## src/bis_pkg.sv

```systemverilog
`default_nettype none
package bis_pkg;

  localparam int MAX_WIDTH   = 512;
  localparam int MAX_HEIGHT  = 512;
  localparam int FRAC_BITS   = 16;

  localparam int COL_W       = $clog2(MAX_WIDTH);
  localparam int ROW_W       = $clog2(MAX_HEIGHT);
  localparam int HALF_W      = (MAX_WIDTH + 1) / 2;
  localparam int HALF_H      = (MAX_HEIGHT + 1) / 2;
  localparam int BANK_DEPTH  = HALF_W * HALF_H;
  localparam int BANK_AW     = $clog2(BANK_DEPTH);
  localparam int NUM_BANKS   = 4;

  localparam int SIZE_W      = 10;
  localparam int SCALE_W     = 24;
  localparam int COORD_W     = 12;
  localparam int CH_W        = 8;
  localparam int PIX_W       = 3 * CH_W;
  localparam int CFG_IDX_W   = 2;
  localparam int CFG_DATA_W  = SCALE_W;

  localparam int P_W         = COORD_W + 1 + SCALE_W;
  localparam int IDX_W       = P_W - FRAC_BITS;
  localparam int OMF_W       = FRAC_BITS + 1;
  localparam int W_W         = 2 * FRAC_BITS + 1;
  localparam int PROD_W      = CH_W + W_W;
  localparam int SUM_W       = CH_W + 2;

  localparam int QUEUE_DEPTH = 4;
  localparam int QPTR_W      = $clog2(QUEUE_DEPTH);

  typedef enum logic [CFG_IDX_W-1:0] {
    REG_SOURCE_WIDTH  = 2'd0,
    REG_SOURCE_HEIGHT = 2'd1,
    REG_SCALE_X       = 2'd2,
    REG_SCALE_Y       = 2'd3
  } cfg_reg_t;

  typedef enum logic {
    OP_LOAD    = 1'b0,
    OP_COMPUTE = 1'b1
  } op_t;

  typedef struct packed {
    logic [SIZE_W-1:0]  source_width;
    logic [SIZE_W-1:0]  source_height;
    logic [SCALE_W-1:0] scale_x;
    logic [SCALE_W-1:0] scale_y;
  } cfg_t;

  typedef struct packed {
    logic                 is_load;
    logic [COL_W-1:0]     x0;
    logic [COL_W-1:0]     x1;
    logic [ROW_W-1:0]     y0;
    logic [ROW_W-1:0]     y1;
    logic [FRAC_BITS-1:0] fx;
    logic [FRAC_BITS-1:0] fy;
    logic [PIX_W-1:0]     pixel;
  } work_t;

  function automatic int last_index(input logic [SIZE_W-1:0] v, input int maxv);
    int e;
    e = (v == '0) ? 1 : ((int'(v) > maxv) ? maxv : int'(v));
    return e - 1;
  endfunction

endpackage
`default_nettype wire

```

## src/bis_front.sv

```systemverilog
`default_nettype none
module bis_front (
  input  wire logic                         clk,
  input  wire logic                         rst,
  input  wire bis_pkg::cfg_t                cfg,
  input  wire logic                         in_valid,
  output logic                              in_stall,
  input  wire logic                         opcode,
  input  wire logic [bis_pkg::COORD_W-1:0]  x_coord,
  input  wire logic [bis_pkg::COORD_W-1:0]  y_coord,
  input  wire logic [bis_pkg::CH_W-1:0]     blue_in,
  input  wire logic [bis_pkg::CH_W-1:0]     green_in,
  input  wire logic [bis_pkg::CH_W-1:0]     red_in,
  input  wire logic                         q_full,
  output logic                              push,
  output bis_pkg::work_t                    push_item
);
  import bis_pkg::*;

  logic                 advance;
  logic                 f1_valid;
  logic                 f1_op;
  logic [COORD_W-1:0]   f1_x;
  logic [COORD_W-1:0]   f1_y;
  logic [PIX_W-1:0]     f1_pix;
  logic [P_W-1:0]       f1_px;
  logic [P_W-1:0]       f1_py;
  logic                 f2_valid;
  work_t                f2_item;
  logic                 keep;
  work_t                item_next;
  logic [P_W-1:0]       qx;
  logic [P_W-1:0]       qy;
  logic [IDX_W-1:0]     ip1x;
  logic [IDX_W-1:0]     ip1y;
  logic [IDX_W-1:0]     lox;
  logic [IDX_W-1:0]     loy;
  logic [IDX_W-1:0]     lastx;
  logic [IDX_W-1:0]     lasty;

  assign advance   = !f2_valid || !q_full;
  assign in_stall  = !advance;
  assign push      = f2_valid && !q_full;
  assign push_item = f2_item;

  always_comb begin
    qx    = P_W'(f1_px >> 1) + P_W'(1 << (FRAC_BITS - 1));
    qy    = P_W'(f1_py >> 1) + P_W'(1 << (FRAC_BITS - 1));
    ip1x  = qx[P_W-1:FRAC_BITS];
    ip1y  = qy[P_W-1:FRAC_BITS];
    lox   = (ip1x == '0) ? '0 : ip1x - IDX_W'(1);
    loy   = (ip1y == '0) ? '0 : ip1y - IDX_W'(1);
    lastx = IDX_W'(last_index(cfg.source_width, MAX_WIDTH));
    lasty = IDX_W'(last_index(cfg.source_height, MAX_HEIGHT));
    item_next.pixel = f1_pix;
    if (f1_op == OP_LOAD) begin
      keep              = (int'(f1_x) < MAX_WIDTH) && (int'(f1_y) < MAX_HEIGHT);
      item_next.is_load = 1'b1;
      item_next.x0      = f1_x[COL_W-1:0];
      item_next.x1      = f1_x[COL_W-1:0];
      item_next.y0      = f1_y[ROW_W-1:0];
      item_next.y1      = f1_y[ROW_W-1:0];
      item_next.fx      = '0;
      item_next.fy      = '0;
    end else begin
      keep              = 1'b1;
      item_next.is_load = 1'b0;
      item_next.x0      = COL_W'((lox > lastx) ? lastx : lox);
      item_next.x1      = COL_W'((ip1x > lastx) ? lastx : ip1x);
      item_next.y0      = ROW_W'((loy > lasty) ? lasty : loy);
      item_next.y1      = ROW_W'((ip1y > lasty) ? lasty : ip1y);
      item_next.fx      = qx[FRAC_BITS-1:0];
      item_next.fy      = qy[FRAC_BITS-1:0];
    end
  end

  always_ff @(posedge clk) begin
    if (rst) begin
      f1_valid <= 1'b0;
      f2_valid <= 1'b0;
    end else if (advance) begin
      f1_valid <= in_valid;
      f2_valid <= f1_valid && keep;
    end
  end

  always_ff @(posedge clk) begin
    if (advance) begin
      f1_op   <= opcode;
      f1_x    <= x_coord;
      f1_y    <= y_coord;
      f1_pix  <= {red_in, green_in, blue_in};
      f1_px   <= P_W'({x_coord, 1'b1}) * P_W'(cfg.scale_x);
      f1_py   <= P_W'({y_coord, 1'b1}) * P_W'(cfg.scale_y);
      f2_item <= item_next;
    end
  end

endmodule
`default_nettype wire

```

## config.mk

```make
export PLATFORM = sky130hd
export DESIGN_NAME = bis_front
export DESIGN_NICKNAME = d
export VERILOG_FILES = /design/src/bis_pkg.sv /design/src/bis_front.sv
export SDC_FILE = /design/constraint.sdc
export NUM_CORES = 2
export LEC_CHECK = 0
export BUFFER_PORTS_ARGS = -buffer_cell sky130_fd_sc_hd__buf_2
export CORE_MARGIN = 5
export CORE_UTILIZATION = 35
export CTS_CLUSTER_DIAMETER = 60
export DETAILED_ROUTE_END_ITERATION = 10
export PLACE_DENSITY = 0.59
export SLEW_MARGIN = 0
export SYNTH_ARGS = -nofsm -noshare
export SYNTH_HDL_FRONTEND = slang
export SYNTH_SLANG_ARGS = --single-unit
```

## constraint.sdc

```tcl
create_clock -name clk -period 7.32 [get_ports clk]
set_clock_uncertainty 0.05 [all_clocks]
set_input_delay 0.732 -clock clk [delete_from_list [all_inputs] [get_ports clk]]
set_output_delay 0.732 -clock clk [all_outputs]
set_load 0.01 [all_outputs]
```

==> results.yml <==
synth:
  synth_top_area_share: 0.309
  ys_ff_latch: 216
  postSynthAreaPerCell_um2: 9.49
  synth_common_cells: "inv_1 (675), fa_1 (484), nand2_1 (398)"
  syn-cell-area_um2: 31300
  ys_seq_area_frac: 0.207
  synth_cells: 3299
  yosysTopAreaCell: "fa_1"
  ys_warn_count: 0
  synth_ff_type: "edfxtp_1"
  post-synth-top-count-cell: "inv_1"
  synth.distinct_cells: 83
  synth_area_leaders: "fa_1 (31%), edfxtp_1 (21%), ha_1 (10%)"
  async_reset_ff_frac: 0
  synth_edf_count: 214
setup_path:
  cp-start-kind: "input pin"
  slowest_stage: "fa_1"
  crit_type: "input pin to register"
  path_max_fanout: 14
  ff2ff_setup_slack_ns: 1.50
  crit_path_start: "y_coord[3]"
  crit_buf_inv: 6
  crit_arrival_ns: 6.81
  end_kind: "register"
  cp-endpoint: "f1_py[34]"
  critPathTopFamily: "adder cells"
  cp_common_cell: "fa_1"
  r2r_start: "f1_py[16]"
  path_cells: "buf_2 -> buf_4 -> nand2_1 -> fa_1 -> inv_1 -> fa_1 -> inv_1 -> fa_1 -> fa_1 -> fa_1 -> inv_1 -> ha_1 -> nand2_1 -> nor4_1 -> o31ai_1 -> o211ai_1 -> buf_4 -> a41oi_1 -> o21ai_0 -> a211oi_1 -> a21oi_1 -> nor4_1 -> a311o_1"
  critPathMaxStageDelay_ns: 0.56
  reg2regPathDepth: 18
  crit_cells: 23
  cp.required_ns: 7.57
  r2r_end: "push_item[67]"
worst_hold_path:
  hp-class: "input pin to register"
clocking:
  clock_latency_ns: 0.56
  post-cts-setup-buffer-count: 0
  ctsResizeCount: 0
  clock_sinks: 216
  cts_tree: "done"
  cts_hold_buffers: 0
  cts-htree-levels: 1
  cts_buffer_depth: 3
  cts_root_buf: "clkbuf_16"
  cts_buffers: 29
  clk_pin_slew_ns: 0.06
floorplan:
  start_util: 0.353
  row_count: 109
  die_w_um: 309
  pin_count: 216
  dieHeight_um: 309
  core_um2: 88600
  die_area_um2: 95500
cells_and_area:
  n_fill_cell: 8923
  area_delta_synth_final_pct: 10.2
  drive_gt1_frac: 0.0939
  fin_nets: 4309
power:
  p_leak_nw: 16.8
  totalPowerFinal_w: 0.0165
  powerDensity_nw_per_um2: 477
  ir_worst_vdd_v: 0.000393
detailed_routing:
  viasPerCell: 4.84
  wl_per_cell_um: 17.4
  drt_first_pass_iters: 5
  drt_iter0_drc: 1397
  drcViolationCount: 0
  drt_wl_total_um: 80800
  ant_nets: 0
  vias: 22500
global_route:
  grt_pass1_wl_um: 129000
  grt.overflow.total: 0
  antenna_found_initial: 6
  grt_pass1_vias: 23200
  grt_max_degree: 86
  grt_use_total: 0.169
sta:
  report.final.slew_viol_count: 0
  hold_viol: 0
  rsz0062_at_grt: "no"
  fin_crit_ns: 6.56
  post-route-period-util: 0.896
  setup_tns_ns: 0
  worst_pin_slew_ns: 1.09
  clock.fmax_mhz: 153
  setup_violations: 0
  worst_slew_margin_rel: 0.261
run_status:
  status: "finished, final reports clean"
run:
  drv_cap: 0
placed_design:
  portBuffers: 215
  place_congestion: 0.853
  dp_hpwl_um: 64700
sequential cells by signal (all words and copies together), names as in the netlist:
name and cells:
f1_op 1, f1_pix 24, push_item 93, f1_py 36, f1_px 36, f1_valid 1
f1_y 12, f1_x 12, f2_valid 1
routing by layer:
metal / vias up / track usage / share of wire
met1: 11200 / 0.245 / 0.47
met5: - / 0 / 0.00025
li1: 10600 / - / -
met4: 4 / 0.0308 / 0.017
met3: 88 / 0.0212 / 0.050
met2: 505 / 0.278 / 0.46
power by group:
group          leakage (nW)  internal [W]  switching (W)
Sequential             2.30       0.00235       0.000288
Clock                 0.463      0.000779       0.000575
Combinational          14.0       0.00536        0.00712
Total                  16.8       0.00849        0.00798
worst min path at each step:
stage | slack [ns] | from | end | cells past startpoint
2_1_floorplan | 0.35 | f1_pix[0] | push_item[0] | 0
3_3_place_gp | 0.35 | f1_pix[21] | push_item[21] | 0
3_5_place_dp | 0.36 | f1_pix[2] | push_item[2] | 0
4_1_cts | 0.25 | blue_in[3] | f1_pix[3] | 1
5_1_grt | 0.25 | red_in[4] | f1_pix[20] | 1
6_report | 0.29 | blue_in[3] | f1_pix[3] | 1
final cells by class:
cell class	instances	area (um^2)	area share
diodes	3	7.51	0.000218
repair buffers	247	1320	0.0381
clock buffers	31	733	0.0212
clock inverters	23	196	0.00569
multi-input cells	2279	21800	0.632
flip-flops and latches	216	6470	0.187
well taps	1165	1460	0.0422
inverters	675	2530	0.0734
cell families after synthesis:
kind of cell	share of synthesized area
compound gates	0.0711
xor+xnor	0.0366
fa+ha+maj	0.412
buf+inv	0.0979
flops	0.207
mux	0.0111
other cells	0.000120
simple gates	0.165
cell usage in the layout, fill, tap and decap left out, types with 7 or more instances in the layout:
cell         n
a21o_1      63
nand2b_1    22
buf_4       32
mux2_2       7
and2_1     285
xor2_1      42
ha_1       256
or3_1        7
edfxtp_1   214
xnor2_1     89
fa_1       484
nand4_1     27
buf_2      215
a211oi_1    14
clkbuf_16   29
o21bai_1     8
nand2_1    397
o21a_1      18
a21oi_1    101
inv_1      675
o31ai_1      9
nand3_1     50
nor2_1     122
o21ai_0     51
and3_1      22
nor3_1      28
nor2b_1     25
nor4_1      11
mux2i_1     27
worst reg2reg max path, stage by stage, from the launching register on:
cell and delay (ns):
edfxtp_1 0.43, ha_1 0.35, nand2b_1 0.19, mux2_2 0.26, o21ai_0 0.51, nand2_1 0.31
nor4b_1 0.95, a21oi_1 0.14, nor3_1 0.24, ha_1 0.28, a21o_1 0.17, a21o_1 0.18
a21oi_1 0.20, o21ai_0 0.16, o21ai_0 0.18, o211ai_1 0.12, o31a_1 0.30, or2_1 0.31
a31o_2 0.24
metrics by stage:
stage / worst slack, ns / util / hold slack (ns) / cells / instance area, um^2
3_5_place_dp: 0.250 / 0.379 / 0.356 / 4582 / 33600
6_report: 0.764 / 0.389 / 0.288 / 4639 / 34500
3_3_place_gp: 0.398 / 0.379 / 0.351 / 4582 / 33600
2_1_floorplan: 0.620 / - / 0.350 / 3302 / 31300
4_1_cts: 0.852 / 0.389 / 0.250 / 4636 / 34500
5_1_grt: 0.424 / 0.389 / 0.255 / 4639 / 34500
Power figures use the tool's default switching activity.
