## config.mk

```make
export PLATFORM = sky130hd
export DESIGN_NAME = bis_queue
export DESIGN_NICKNAME = d
export VERILOG_FILES = /design/src/bis_pkg.sv /design/src/bis_queue.sv
export SDC_FILE = /design/constraint.sdc
export NUM_CORES = 1
export LEC_CHECK = 0
export BUFFER_PORTS_ARGS = -buffer_cell sky130_fd_sc_hd__buf_2
export CORE_AREA = 2 2 190 192
export CTS_BUF_LIST = sky130_fd_sc_hd__clkbuf_16
export CTS_CLUSTER_SIZE = 30
export DETAILED_ROUTE_END_ITERATION = 12
export DIE_AREA = 0 0 192 194
export GPL_TIMING_DRIVEN = 0
export PLACE_DENSITY_LB_ADDON = 0.15
export SETUP_SLACK_MARGIN = 0.15
export SLEW_MARGIN = 20
export SYNTH_ARGS = -nofsm -noshare
export SYNTH_HDL_FRONTEND = slang
export SYNTH_SLANG_ARGS = --single-unit
```

## constraint.sdc

```tcl
create_clock -name clk -period 3.21 [get_ports clk]
set_input_delay 0.642 -clock clk [delete_from_list [all_inputs] [get_ports clk]]
set_output_delay 0.642 -clock clk [all_outputs]
set_load 0.01 [all_outputs]
```

## src/bis_pkg.sv

```systemverilog
`default_nettype none
package bis_pkg;

  localparam int MAX_WIDTH   = 512;
  localparam int MAX_HEIGHT  = 512;
  localparam int FRAC_BITS   = 16;

  localparam int COL_W       = $clog2(MAX_WIDTH);
  localparam int ROW_W       = $clog2(MAX_HEIGHT);
  localparam int HALF_W      = (MAX_WIDTH + 1) / 2;
  localparam int HALF_H      = (MAX_HEIGHT + 1) / 2;
  localparam int BANK_DEPTH  = HALF_W * HALF_H;
  localparam int BANK_AW     = $clog2(BANK_DEPTH);
  localparam int NUM_BANKS   = 4;

  localparam int SIZE_W      = 10;
  localparam int SCALE_W     = 24;
  localparam int COORD_W     = 12;
  localparam int CH_W        = 8;
  localparam int PIX_W       = 3 * CH_W;
  localparam int CFG_IDX_W   = 2;
  localparam int CFG_DATA_W  = SCALE_W;

  localparam int P_W         = COORD_W + 1 + SCALE_W;
  localparam int IDX_W       = P_W - FRAC_BITS;
  localparam int OMF_W       = FRAC_BITS + 1;
  localparam int W_W         = 2 * FRAC_BITS + 1;
  localparam int PROD_W      = CH_W + W_W;
  localparam int SUM_W       = CH_W + 2;

  localparam int QUEUE_DEPTH = 4;
  localparam int QPTR_W      = $clog2(QUEUE_DEPTH);

  typedef enum logic [CFG_IDX_W-1:0] {
    REG_SOURCE_WIDTH  = 2'd0,
    REG_SOURCE_HEIGHT = 2'd1,
    REG_SCALE_X       = 2'd2,
    REG_SCALE_Y       = 2'd3
  } cfg_reg_t;

  typedef enum logic {
    OP_LOAD    = 1'b0,
    OP_COMPUTE = 1'b1
  } op_t;

  typedef struct packed {
    logic [SIZE_W-1:0]  source_width;
    logic [SIZE_W-1:0]  source_height;
    logic [SCALE_W-1:0] scale_x;
    logic [SCALE_W-1:0] scale_y;
  } cfg_t;

  typedef struct packed {
    logic                 is_load;
    logic [COL_W-1:0]     x0;
    logic [COL_W-1:0]     x1;
    logic [ROW_W-1:0]     y0;
    logic [ROW_W-1:0]     y1;
    logic [FRAC_BITS-1:0] fx;
    logic [FRAC_BITS-1:0] fy;
    logic [PIX_W-1:0]     pixel;
  } work_t;

  function automatic int last_index(input logic [SIZE_W-1:0] v, input int maxv);
    int e;
    e = (v == '0) ? 1 : ((int'(v) > maxv) ? maxv : int'(v));
    return e - 1;
  endfunction

endpackage
`default_nettype wire

```

## src/bis_queue.sv

```systemverilog
`default_nettype none
module bis_queue (
  input  wire logic           clk,
  input  wire logic           rst,
  input  wire logic           push,
  input  wire bis_pkg::work_t push_item,
  output logic                full,
  input  wire logic           pop,
  output bis_pkg::work_t      head,
  output logic                not_empty
);
  import bis_pkg::*;

  work_t             slots [QUEUE_DEPTH];
  logic [QPTR_W-1:0] wptr;
  logic [QPTR_W-1:0] rptr;
  logic [QPTR_W:0]   count;

  assign full      = (count == (QPTR_W+1)'(QUEUE_DEPTH));
  assign not_empty = (count != '0);
  assign head      = slots[rptr];

  always_ff @(posedge clk) begin
    if (rst) begin
      wptr  <= '0;
      rptr  <= '0;
      count <= '0;
    end else begin
      if (push) begin
        wptr <= wptr + QPTR_W'(1);
      end
      if (pop) begin
        rptr <= rptr + QPTR_W'(1);
      end
      count <= count + (QPTR_W+1)'(push) - (QPTR_W+1)'(pop);
    end
  end

  always_ff @(posedge clk) begin
    if (push) begin
      slots[wptr] <= push_item;
    end
  end

endmodule
`default_nettype wire

```

==> results.json, run 1 <==
{
  "outcome": "finished, final reports clean",
  "crit_fanout": 10,
  "synth_nets": 631,
  "timing.rr.start": "wptr[0]",
  "reg2reg_slack_ns": 1.40,
  "end_kind": "primary output",
  "synth_top_area_share": 0.806,
  "yosysTopAreaCell": "edfxtp_1",
  "cts.sinks": 381,
  "worstSetupPathType": "flip-flop to primary output",
  "grt_max_degree": 46,
  "nNetsFinal": 873,
  "grt_overflow": 0,
  "leakage_nw": 5.75,
  "hold_violations": 0,
  "area_growth_pct": 22.0,
  "startpoint_type": "flip-flop",
  "drcViolationCount": 0,
  "pwr_density_cell_nw_per_um2": 667,
  "setup_viol": 0,
  "grt_pass1_wl_um": 40500,
  "finalMaxSlewViolations": 0,
  "r2r-end": "slots[1][26]",
  "portBuffers": 191,
  "finalWirelength_um": 26400,
  "cts_tree": "yes",
  "yosysSeqAreaShare": 0.819,
  "grt_setup_unrepaired": "no",
  "die_y_um": 194,
  "dp_hpwl_um": 16700,
  "setup_tns_ns": 0,
  "grt_usage": 0.146,
  "synth_seq_cells": 381,
  "avgSynthCellArea_um2": 26.3,
  "netlist_area_um2": 13900,
  "reg2reg_depth": 4,
  "worstPathRequired_ns": 2.57,
  "arrival_ns": 2.14,
  "antenna_found_initial": 3,
  "top_layer": "met5",
  "cts_buffers": 41,
  "tightestPinTransition_ns": 0.701,
  "wl_met1_um": 10600,
  "met3_length_um": 1760,
  "start_util": 0.393,
  "drive_above_1_share": 0.457,
  "final_common_cell": "edfxtp_1",
  "total_power_mw": 11.3,
  "netlist_instances": 527,
  "ant_nets": 0,
  "place_area_um2": 15600,
  "layout_common_cells": "372 x edfxtp_1, 199 x buf_2, 93 x mux4_2, 43 x clkbuf_16, 16 x inv_1",
  "holdWs_ns": 0.316,
  "max_freq_mhz": 359,
  "vdd_drop_max_v": 0.000451,
  "hp-class": "input port to flip-flop",
  "wl_met2_um": 13500,
  "die_w_um": 192,
  "pre_cts_ws_ns": 0.884,
  "finalCritPeriodShare": 0.867,
  "drt_first_iter_violations": 352,
  "die_area_um2": 37200,
  "yosysUniqueCellTypes": 21,
  "vias": 6250,
  "min_from": "push_item[36]",
  "fin_skew_ns": 0.0146,
  "gp_congestion": 0.702,
  "clk_pin_slew_ns": 0.06,
  "grt_pass1_vias": 7032,
  "viasPerCell": 4.96,
  "setup_slack_ns": 0.427,
  "slew_headroom": 0.533,
  "htree_num_levels": 2,
  "cap_violations": 0,
  "rows": 69,
  "hold_buffers": 0,
  "postCtsResizedCells": 0,
  "yosys-top-cells-area": "edfxtp_1 81%, mux4_2 15%, dfxtp_1 1.3%, buf_6 0.65%, ha_1 0.54%",
  "pin_count": 192,
  "fin_crit_ns": 2.78,
  "post-cts-setup-buffers": 0,
  "core_area_um2": 35200,
  "ctsLongestPathBuffers": 3,
  "clk_latency_ns": 0.54,
  "wire_per_inst_um": 21.0,
  "antenna_cells": 0,
  "endpoint": "head[53]",
  "drtPass1Iterations": 4,
  "clock-root-buffer": "clkbuf_16",
  "stdcell_area_um2": 16900,
  "yosys_warnings": 0
}
## synthesized netlist by cell type
| master | count |
|---|---|
| a21bo_2 | 1 |
| buf_4 | 2 |
| and3_1 | 1 |
| or3_1 | 1 |
| nor2_1 | 5 |
| buf_2 | 8 |
| dfxtp_1 | 9 |
| edfxtp_1 | 372 |
| fa_1 | 1 |
| and2_1 | 4 |
| mux4_2 | 93 |
| mux2i_1 | 1 |
| ha_1 | 6 |
| xnor2_1 | 2 |
| nor2b_1 | 2 |
| nand3b_1 | 1 |
| clkbuf_1 | 2 |
| inv_1 | 6 |
| a21oi_1 | 1 |
| buf_6 | 8 |
| xor3_1 | 1 |
## state kept, by name, indices dropped and copies added (netlist names), named ones only
register and cells:
slots 372, wptr 2, count 3, rptr 2
## where the power goes
part	leakage [nW]	internal [mW]	switching (mW)
clock	0.659	2.64	1.77
sequential	3.49	5.72	0.0555
combinational	1.60	0.521	0.577
total	5.75	8.88	2.40
## worst max-delay path: stages (launching register included)
cell	delay, ns
dfxtp_1	0.35
buf_2	0.35
buf_2	0.37
mux4_2	0.36
buf_2	0.17
## final cells by class
cell class                 instances  area (µm²)
buffer                            20         153
clock buffer                      43        1080
clock inverter                    30         206
fill                            2934       18300
inverter                           6        22.5
multi-input combinational        120        2340
sequential                       381       11400
tap                              461         577
timing repair buffer             199        1180
## routing by layer
layer	track usage	vias up
met5	0	-
met4	0.0441	6
met3	0.0413	51
met1	0.179	3246
met2	0.250	175
li1	-	2772
## cells by family (layout without fill, tap and decap cells)
| logic type | after synthesis | after routing | share of synthesized area |
|---|---|---|---|
| multiplexers | 94 | 94 | 0.152 |
| AND/OR/NAND/NOR | 14 | 14 | 0.00551 |
| AO/OA/AOI/OAI | 2 | 2 | 0.00108 |
| buffers and inverters | 26 | 298 | 0.0126 |
| adder cells (fa/ha/maj) | 7 | 7 | 0.00686 |
| flip-flops | 381 | 381 | 0.819 |
| XOR/XNOR | 3 | 3 | 0.00298 |
## how the worst min path moves through the flow
stage                   endpoint  slack [ns]  depth (start not counted)
floorplan              flip-flop        0.49                          2
global placement         rptr[1]        0.51                          2
detailed placement       rptr[1]        0.54                          2
CTS                 slots[2][75]        0.29                          1
global route        slots[0][77]        0.30                          1
finish              slots[3][36]        0.32                          1
## through the flow
stage,util,cells
6_report,0.480,1260
5_1_grt,0.480,1260
4_1_cts,0.480,1260
3_5_place_dp,0.443,1187
3_3_place_gp,0.437,1179
2_1_floorplan,-,527
(Power assumes the default switching activity.)
==> inputs of run 2 (changes only) <==
Clock period 3.21 ns to 2.4 ns, I/O delays scaled along.
==> results.json, run 2 (synthesized netlist as in run 1, its figures left out) <==
{
  "pin_count": 192,
  "cap_violations": 0,
  "total_power_mw": 15.5,
  "finalCritPeriodShare": 1.03,
  "worstPathRequired_ns": 1.92,
  "clockPowerShare": 0.381,
  "failed_checks": "setup timing",
  "clk_latency_ns": 0.54,
  "rows": 69,
  "vias": 6316,
  "p_int_mw": 12.2,
  "setup_slack_ns": -0.0677,
  "stdcell_area_um2": 17700,
  "end_kind": "primary output",
  "viasPerCell": 4.97,
  "hp-class": "input port to flip-flop",
  "setup_viol": 37,
  "antenna_found_initial": 3,
  "largest_reg_flops": 372,
  "clock-root-buffer": "clkbuf_16",
  "final_common_cell": "edfxtp_1",
  "max_freq_mhz": 405,
  "seq_power_share": 0.498,
  "drcViolationCount": 0,
  "biggestRegsByFlops": "slots x372, count x3",
  "regArea_um2": 11400,
  "reg2reg_depth": 4,
  "htree_num_levels": 2,
  "timing.rr.start": "wptr[0]",
  "arrival_ns": 1.99,
  "comb_power_share": 0.120,
  "cts_buffers": 41,
  "slew_headroom": 0.782,
  "cts_tree": "yes",
  "worstSetupPathType": "flip-flop to primary output",
  "endpoint": "head[19]",
  "grt_pass1_vias": 7072,
  "drtPass1Iterations": 4,
  "ctsLongestPathBuffers": 3,
  "reg2reg_slack_ns": 0.58,
  "grt_usage": 0.148,
  "p_sw_frac": 0.212,
  "pwr_density_cell_nw_per_um2": 874,
  "ant_nets": 0,
  "finalWirelength_um": 27100,
  "place_area_um2": 15600,
  "clk_pin_slew_ns": 0.06,
  "drive_above_1_share": 0.467,
  "tightestPinTransition_ns": 0.327,
  "switchingPower_mw": 3.29,
  "die_w_um": 192,
  "area_growth_pct": 28.0,
  "die_y_um": 194,
  "grt_setup_unrepaired": "yes",
  "fin_skew_ns": 0.0125,
  "portBuffers": 191,
  "hold_violations": 0,
  "drt_first_iter_violations": 355,
  "grt_max_degree": 46,
  "antenna_cells": 0,
  "dp_hpwl_um": 16700,
  "multi_input_comb_area_um2": 2340,
  "wire_per_inst_um": 21.4,
  "leakage_nw": 6.05,
  "die_area_um2": 37200,
  "outcome": "finished with violations",
  "finalMaxSlewViolations": 0,
  "vdd_drop_max_v": 0.000603,
  "largest_register": "slots",
  "r2r-end": "slots[1][26]",
  "crit_fanout": 5,
  "nNetsFinal": 883,
  "startpoint_type": "flip-flop",
  "grt_overflow": 0,
  "cts.sinks": 381,
  "core_area_um2": 35200,
  "grt_pass1_wl_um": 41000,
  "start_util": 0.393,
  "gp_congestion": 0.702,
  "layout_common_cells": "372 x edfxtp_1, 115 x buf_2, 93 x mux4_2, 77 x buf_6, 45 x clkbuf_16",
  "fin_crit_ns": 2.47,
  "fillers": 2853
}
[run 2: worst min-delay path by stage]
stage | cells past startpoint | end | slack, ns | from
after floorplan | 2 | flip-flop | 0.49 | rptr[1]
after global placement | 2 | rptr[1] | 0.51 | rptr[1]
after detailed placement | 2 | rptr[1] | 0.54 | rptr[1]
after CTS | 1 | slots[3][75] | 0.12 | push_item[75]
after global routing | 1 | slots[0][77] | 0.13 | push_item[77]
final | 1 | slots[2][75] | 0.15 | push_item[75]
[run 2: routing by layer]
layer  part of all wire  track usage  vias up
met5             0.0012            0        -
met4              0.020       0.0441        6
met3              0.060       0.0400       53
met2               0.52        0.255      168
met1               0.40        0.183     3298
li1                   -            -     2791
[run 2: through the flow]
stage | TNS, ns | cells | hold WS (ns) | util | setup WS [ns]
3_3_place_gp | -284.09 | 1179 | 0.514 | 0.437 | -0.779
3_5_place_dp | 0 | 1187 | 0.538 | 0.443 | 0.236
2_1_floorplan | 0 | 527 | 0.492 | - | 0.267
6_report | -1.34 | 1270 | 0.154 | 0.503 | -0.0677
5_1_grt | -6.50 | 1270 | 0.134 | 0.503 | -0.143
4_1_cts | -4.66 | 1267 | 0.124 | 0.493 | -0.114
[run 2: repair_timing]
action,in CTS,in global routing
resized for setup,75,60
cloned,3,2
hold buffers,0,0
setup buffers,4,1
setup endpoints to repair,93,93
[run 2: worst max-delay path, stage by stage, from the launching register on]
cell       delay, ns
dfxtp_4         0.37
buf_12          0.13
buf_16          0.14
clkbuf_16       0.16
mux4_2          0.51
buf_6           0.14
[run 2: layout make-up]
cell class                 instances  share of cell area
clock inverter                    30              0.0116
buffer                            20              0.0155
tap                              461              0.0325
multi-input combinational        120               0.132
timing repair buffer             209               0.106
clock buffer                      43              0.0607
inverter                           6             0.00127
sequential                       381               0.640
[run 2: power by group through the flow]
| stage | sequential (mW) | clock (mW) | combinational (mW) |
|---|---|---|---|
| 2_1_floorplan | 7.85 | 0 | 0.852 |
| 3_3_place_gp | 7.87 | 0 | 1.41 |
| 3_5_place_dp | 7.86 | 0 | 1.51 |
| 4_1_cts | 7.73 | 6.10 | 1.73 |
| 5_1_grt | 7.75 | 6.34 | 2.01 |
| 6_report | 7.72 | 5.91 | 1.87 |
